[config.mk]
export PLATFORM = sky130hd
export DESIGN_NAME = smd_sermul
export DESIGN_NICKNAME = d
export VERILOG_FILES = /design/src/hdl/smd_pkg.sv /design/src/hdl/smd_sermul.sv
export SDC_FILE = /design/constraint.sdc
export NUM_CORES = 1
export LEC_CHECK = 0
export BUFFER_PORTS_ARGS = -buffer_cell sky130_fd_sc_hd__buf_4
export CAP_MARGIN = 15
export CORE_ASPECT_RATIO = 0.8
export CORE_UTILIZATION = 40
export CTS_BUF_LIST = sky130_fd_sc_hd__clkbuf_4
export DETAILED_ROUTE_END_ITERATION = 10
export GPL_TIMING_DRIVEN = 0
export PLACE_DENSITY_LB_ADDON = 0.08
export SETUP_SLACK_MARGIN = 0.3
export SLEW_MARGIN = 20
export SYNTH_ARGS = -nofsm -noshare
export SYNTH_HDL_FRONTEND = slang
export SYNTH_SLANG_ARGS = --single-unit
export TNS_END_PERCENT = 5
[constraint.sdc]
create_clock -name clk -period 6.88 [get_ports clk]
set_input_delay 1.032 -clock clk [delete_from_list [all_inputs] [get_ports clk]]
set_output_delay 1.032 -clock clk [all_outputs]
set_load 0.1 [all_outputs]
[src/hdl/smd_pkg.sv]
// shared constants, register indexes and helper functions of the modulated delay
package smd_pkg;

  localparam int DELAY_DEPTH_DEF = 65536;
  localparam int SINE_DEPTH_DEF  = 256;

  localparam int SAMPLE_W = 24;
  localparam int CFG_IDX_W = 3;
  localparam int CFG_DATA_W = 24;

  // register indexes on the configuration port
  localparam logic [CFG_IDX_W-1:0] REG_BASE_DELAY = 3'd0;
  localparam logic [CFG_IDX_W-1:0] REG_MOD_DEPTH  = 3'd1;
  localparam logic [CFG_IDX_W-1:0] REG_FEEDBACK   = 3'd2;
  localparam logic [CFG_IDX_W-1:0] REG_WET_MIX    = 3'd3;
  localparam logic [CFG_IDX_W-1:0] REG_LP_COEFF   = 3'd4;
  localparam logic [CFG_IDX_W-1:0] REG_LFO_INC    = 3'd5;
  localparam logic [CFG_IDX_W-1:0] REG_BYPASS     = 3'd6;

  // register reset values
  localparam logic [15:0] BASE_DELAY_RST = 16'd14400;
  localparam logic [11:0] MOD_DEPTH_RST  = 12'd288;
  localparam logic [15:0] FEEDBACK_RST   = 16'd26214;
  localparam logic [16:0] WET_MIX_RST    = 17'd32768;
  localparam logic [15:0] LP_COEFF_RST   = 16'd45548;
  localparam logic [23:0] LFO_INC_RST    = 24'd44739;

  localparam logic [16:0] MIX_ONE = 17'd65536;

  // serial multiplier: signed a times unsigned b
  localparam int MUL_AW = 26;
  localparam int MUL_BW = 17;
  localparam int MUL_PW = MUL_AW + MUL_BW;

  localparam logic [63:0] HALF_PI_Q30 = 64'd1686629713;
  localparam longint S24_MAX = 64'sd8388607;
  localparam longint S24_MIN = -64'sd8388608;

  function automatic logic signed [23:0] sat24(input logic signed [47:0] v);
    logic signed [23:0] r;
    if (v > 48'(S24_MAX)) r = 24'sh7fffff;
    else if (v < 48'(S24_MIN)) r = 24'sh800000;
    else r = v[23:0];
    return r;
  endfunction

  // quarter-wave sine entry in q1.23 from an angle in q2.30, taylor series to x^15
  function automatic logic [23:0] sine_q23(input logic [63:0] x);
    logic [63:0] x2;
    logic [63:0] term;
    logic signed [63:0] sum;
    logic signed [63:0] r;
    logic neg;
    x2 = (x * x) >> 30;
    term = x;
    sum = signed'(x);
    neg = 1'b1;
    for (int n = 1; n < 15; n += 2) begin
      term = ((term * x2) >> 30) / 64'((n + 1) * (n + 2));
      if (neg) sum = sum - signed'(term);
      else sum = sum + signed'(term);
      neg = !neg;
    end
    if (sum < 0) sum = 0;
    r = (sum + 64) >>> 7;
    if (r > S24_MAX) r = S24_MAX;
    return r[23:0];
  endfunction

endpackage

[src/hdl/smd_sermul.sv]
// bit-serial shift-add multiplier, one multiplier bit per cycle
module smd_sermul (
  input  logic                              clk,
  input  logic                              rst_n,
  input  logic                              start,
  input  logic signed [smd_pkg::MUL_AW-1:0] a,
  input  logic        [smd_pkg::MUL_BW-1:0] b,
  output logic                              done,
  output logic signed [smd_pkg::MUL_PW-1:0] p
);
  import smd_pkg::*;

  localparam int CW = $clog2(MUL_BW + 1);

  logic signed [MUL_PW-1:0] a_r;
  logic        [MUL_BW-1:0] b_r;
  logic signed [MUL_PW-1:0] acc_r;
  logic [CW-1:0]            cnt_r;
  logic                     busy_r;
  logic                     done_r;

  always_ff @(posedge clk) begin
    if (!rst_n) begin
      busy_r <= 1'b0;
      done_r <= 1'b0;
      cnt_r  <= '0;
    end else begin
      done_r <= 1'b0;
      if (start) begin
        busy_r <= 1'b1;
        cnt_r  <= CW'(MUL_BW);
      end else if (busy_r) begin
        cnt_r <= cnt_r - 1'b1;
        if (cnt_r == CW'(1)) begin
          busy_r <= 1'b0;
          done_r <= 1'b1;
        end
      end
    end
  end

  always_ff @(posedge clk) begin
    if (start) begin
      a_r   <= MUL_PW'(a);
      b_r   <= b;
      acc_r <= '0;
    end else if (busy_r) begin
      if (b_r[0]) acc_r <= acc_r + a_r;
      a_r <= a_r <<< 1;
      b_r <= b_r >> 1;
    end
  end

  assign done = done_r;
  assign p    = acc_r;

endmodule

==> impl_metrics.ini, run 1 <==
[clocking]
htree_levels = 3
clkTransAtPathRegs_ps = 210
tritoncts = yes
cts-root-buf = clkbuf_4
cts_sinks = 110
ctsHoldBuffers = 0
cts_setup_buffers = 0
post_cts_resized = 0
clkLatencyLatePin_ps = 530
numCtsBuffers = 9
clk_path_buf_depth = 2

[layout]
final_cell_count_no_fill = 1022
drive_above_1_share_pct = 22.6
antennaDiodeCount = 0
areaGrowthSynthToFinish_pct = 16.5
final_cell_mix = nand2_1, buf_4, a21oi_1
nets = 893
final_common_cell = nand2_1

[sta]
clock_skew_ps = 32.8
setup_viol = 0
rsz0062_at_grt = no
tightest_slew_ps = 636
final.min_clock_period_ps = 3560
period_share_pct = 51.7
fmax_mhz = 281
fin_setup_tns_ps = 0
hold_viol = 0
slew_headroom_pct = 57.6
finalMaxSlewViolations = 0

[worst_setup_path]
cpMostUsedCell = o31ai_2
crit_fanout = 4
worst_path_max_delay_cell = o31ai_2
path_class = reg2reg
arrival_ps = 3970
critPathMaxStageDelay_ps = 540
path_cells = ha_1 > inv_1 > fa_1 > nor2b_1 > o31ai_2 > a31oi_1 > a21oi_2 > o31ai_2 > a2111oi_2 > nor3_2 > a41oi_1 > xnor2_1 > o21ai_1
critPathRequiredTime_ps = 7300
startpoint_type = register
cp-end-kind = register

[placed_design]
post-dp-hpwl_um = 12600
placement.io_buffers = 88
placed_cells = 1006
gp_congestion = 0.884

[global_routing]
grt_pass1_wl_um = 26800
gr-total-overflow = 0
grt_usage_pct = 19.6
grt_pass1_vias = 5195
grt_max_degree = 37
antenna_found_initial = 0

[floorplan]
pin_count = 90
dieWidth_um = 147
start_util_pct = 41.7
design.die.area_sq_um = 17300
core_sq_um = 16100
rows = 41
die_h_um = 118

[detailed_routing]
firstDrtPassIters = 5
drtAntennaViolNets = 0
maxUsedRoutingLayer = met4
met3_length_um = 768
wl_per_cell_um = 16.0
wirelength_um = 16400
via_per_inst = 5.26
drtIter0Drc = 353
num_vias = 5379
drc = 0
met1_length_um = 8410
wl_met2_um = 6940

[logic_synthesis]
synthArstFlopShare_pct = 0
synth_edf_count = 60
syn-instance-count = 702
synthTopCellsByArea = edfxtp_1, dfxtp_1, ha_1
synth.avg_cell_area_sq_um = 9.53
ys.flop_type = edfxtp_1
synth.distinct_cells = 68
yosys.area.top_type_share_pct = 26.9
syn_nets = 793
seq_area_frac_synth_pct = 41.9
ys_ff_latch = 110
syn_area_sq_um = 6690
yosysWarnings = 0
synth_top_cell_by_area = edfxtp_1

[power]
ir_drop_mv = 0.139
power_leakage_nw = 3.29
power.density_nw_per_um2 = 225

[run]
max-cap-violations = 0

[outcome]
status = finished, final reports clean

[hold_path]
hp-class = reg2reg
## Yosys cell counts (all sizes together) (2+ instances only)
library cell  number
nor2              38
nand3              9
a21oi             85
a21o              14
a211oi             7
and3               3
o21a               6
nor2b              7
nand4              7
or2                2
and2               6
a21boi             2
clkbuf            20
o21bai             8
a41oi              2
inv               36
o31ai              2
a31oi              6
nor3              11
dfxtp             50
buf               14
edfxtp            60
or3                2
o211ai             2
a221oi             2
ha                44
xor2              16
o21ai             56
nor4               3
xnor2             20
nor3b              2
mux2              41
nand2             97
nand2b             3
a221o              2
a2111oi            2
## state kept, by name, indices dropped and copies added, names as in the netlist
name    count
a_r        43
p          43
b_r        17
cnt_r       5
busy_r      1
done        1
## worst paths after layout
check | from | end | slack (ps) | cells past startpoint
min | p[40]$_SDFFE_PP0P_ | p[40]$_SDFFE_PP0P_ | 480 | 2
min reg2reg | p[40]$_SDFFE_PP0P_ | p[40]$_SDFFE_PP0P_ | 480 | 2
max reg2reg | a_r[0]$_SDFFCE_PN0P_ | p[40]$_SDFFE_PP0P_ | 3320 | 13
max | a_r[0]$_SDFFCE_PN0P_ | p[40]$_SDFFE_PP0P_ | 3320 | 13
## layout make-up
class                   instances  area, sq um
fillers                      1526         8260
multi-input cells             521         3530
flip-flops and latches        110         2800
repair buffers                 89          681
well taps                     215          269
plain buffers                  35          231
inverters                      36          135
clock inverters                 7         82.6
clock buffers                   9         67.6
## cell families (layout without fill, tap and decap cells)
group | after synthesis | count (layout) | share of synthesized area, %
AND/OR/NAND/NOR | 194 | 194 | 13.1
adder cells (fa/ha/maj) | 45 | 45 | 8.52
AO/OA/AOI/OAI | 205 | 205 | 19.3
flip-flops | 110 | 110 | 41.9
XOR/XNOR | 36 | 36 | 4.71
buffers and inverters | 71 | 176 | 5.48
multiplexers | 41 | 41 | 6.95
## metal layers
| layer | global-route usage (%) | vias up |
|---|---|---|
| met2 | 28.9 | 126 |
| met5 | 0 | - |
| met1 | 28.2 | 2526 |
| li1 | - | 2708 |
| met3 | 4.19 | 19 |
| met4 | 6.38 | 0 |
## where the power goes
group | switching (W) | internal (W) | total (W) | leakage [nW]
logic | 0.000388 | 0.000214 | 0.000602 | 2.19
registers | 0.0000412 | 0.000763 | 0.000804 | 1.02
clock network | 0.000258 | 0.0000889 | 0.000347 | 0.0780
## worst max-delay path: cells and delay by family, from the launching register on
family                   cells  cell delay [ps]
buffers and inverters        1               70
flip-flops                   1              410
adder cells (fa/ha/maj)      2              600
AO/OA/AOI/OAI                7             1620
AND/OR/NAND/NOR              2              560
XOR/XNOR                     1              190
## per-stage QoR
step                cell area [sq um]  setup WS, ps  util (%)  total power (W)  hold WS [ps]
floorplan                        6690          3230         -          0.00128           468
global placement                 7620          2700      47.5          0.00141           467
detailed placement               7650          3380      47.6          0.00142           467
CTS                              7800          3330      48.6          0.00177           487
global route                     7800          3050      48.6          0.00185           513
finish                           7800          3320      48.6          0.00175           483
(Power assumes the default switching activity.)
==> inputs of run 2 (changes only) <==
==> constraint.sdc (replaced) <==
create_clock -name clk -period 3.2 [get_ports clk]
set_input_delay 0.48 -clock clk [delete_from_list [all_inputs] [get_ports clk]]
set_output_delay 0.48 -clock clk [all_outputs]
set_load 0.1 [all_outputs]
==> impl_metrics.ini, run 2 (synthesized netlist as in run 1, its figures left out) <==
[outcome]
status = finished, final reports clean

[placed_design]
gp_congestion = 0.885
dp_worst_setup_slack_ps = -233
post_dp_cell_area_sq_um = 7830
post-dp-hpwl_um = 12600
placement.io_buffers = 88

[layout]
postLayoutCellArea_sq_um = 8350
final_common_cell = buf_4
layout.area.seq_sq_um = 2880
nets = 921
multiInputGateArea_sq_um = 3780
antennaDiodeCount = 0
nFillCells = 1487
areaGrowthSynthToFinish_pct = 24.8
final_cell_mix = buf_4, nand2_1, a21oi_1
drive_above_1_share_pct = 32.3

[detailed_routing]
met3_length_um = 717
drc = 0
met1_length_um = 8590
wirelength_um = 17000
drtIter0Drc = 369
firstDrtPassIters = 4
num_vias = 5524
via_per_inst = 5.26
maxUsedRoutingLayer = met4
wl_met2_um = 7360
drtAntennaViolNets = 0
wl_per_cell_um = 16.2

[sta]
clock_skew_ps = 25.7
fmax_mhz = 324
setup_viol = 0
rsz0062_at_grt = yes
period_share_pct = 96.4
finalMaxSlewViolations = 0
fin_ws_ps = 116
slew_headroom_pct = 53.5
worst_hold_slack_ps = 185
tightest_slew_ps = 697
hold_viol = 0
fin_setup_tns_ps = 0
final.min_clock_period_ps = 3080

[clocking]
cts-root-buf = clkbuf_4
htree_levels = 3
clk_path_buf_depth = 2
clkTransAtPathRegs_ps = 200
clkLatencyLatePin_ps = 520
ctsHoldBuffers = 0
numCtsBuffers = 9
cts_sinks = 110
tritoncts = yes

[floorplan]
core_sq_um = 16100
dieWidth_um = 147
start_util_pct = 41.7
pin_count = 90
design.die.area_sq_um = 17300
die_h_um = 118
rows = 41

[global_routing]
antenna_found_initial = 0
gr-total-overflow = 0
grt_pass1_wl_um = 27300
grt_pass1_vias = 5298
grt_max_degree = 41
grt_usage_pct = 20.0

[worst_setup_path]
cp-end-kind = register
crit_fanout = 2
startpoint_type = register
critPathRequiredTime_ps = 3650
path_class = reg2reg
arrival_ps = 3530

[run]
max-cap-violations = 0

[power]
ir_drop_mv = 0.199
power_w = 0.00390
power_leakage_nw = 3.46
power.density_nw_per_um2 = 467

[hold_path]
hp-class = in2reg
[run 2: what timing repair did]
item | in CTS | in global routing
setup buffers | 8 | 20
gates resized for setup | 7 | 23
pin swaps | 12 | 19
endpoints found under the setup margin | 15 | 20
[run 2: worst paths after layout]
kind,start,endpoint,slack [ps],cells past startpoint
hold reg to reg,p[25]$_SDFFE_PP0P_,p[25]$_SDFFE_PP0P_,480,2
hold / removal,rst_n,busy_r$_SDFF_PN0_,190,2
setup / recovery,a_r[1]$_DFFE_PP_,p[39]$_SDFFE_PP0P_,120,11
setup reg to reg,a_r[1]$_DFFE_PP_,p[39]$_SDFFE_PP0P_,120,11
[run 2: area by class of cell]
type	count	share of cell area, %
clock buffers	9	0.809
clock inverters	7	1.03
multi-input cells	521	45.3
inverters	36	1.62
repair buffers	117	10.7
plain buffers	35	2.89
flip-flops and latches	110	34.5
well taps	215	3.22
[run 2: critical path, cell delays in order, from the launching register on]
cell and delay, ps:
edfxtp_1 480, ha_4 300, a211oi_2 70, o21bai_2 210, a2111oi_2 100, o41a_1 360
o21ai_2 230, a31oi_4 140, o41ai_4 270, nor3b_4 280, mux2_4 320, a221oi_2 220
[run 2: metrics by stage]
stage | util, % | cells
final | 52.0 | 1050
after global routing | 52.0 | 1050
after CTS | 50.3 | 1030
after detailed placement | 48.8 | 1006
after global placement | 48.6 | 1005
after floorplan | - | 702
[run 2: report_power, final]
part	total [W]	leakage (nW)	switching (W)	internal, W
Clock	0.000744	0.0745	0.000555	0.000189
Combinational	0.00142	2.35	0.000879	0.000539
Sequential	0.00174	1.03	0.0000952	0.00164
Total	0.00390	3.46	0.00153	0.00237
[run 2: per-layer routing]
metal  vias up  global-route usage, %
met3        27                   4.46
met5         -                      0
li1       2776                      -
met1      2594                   28.9
met4         0                   6.51
met2       127                   29.3
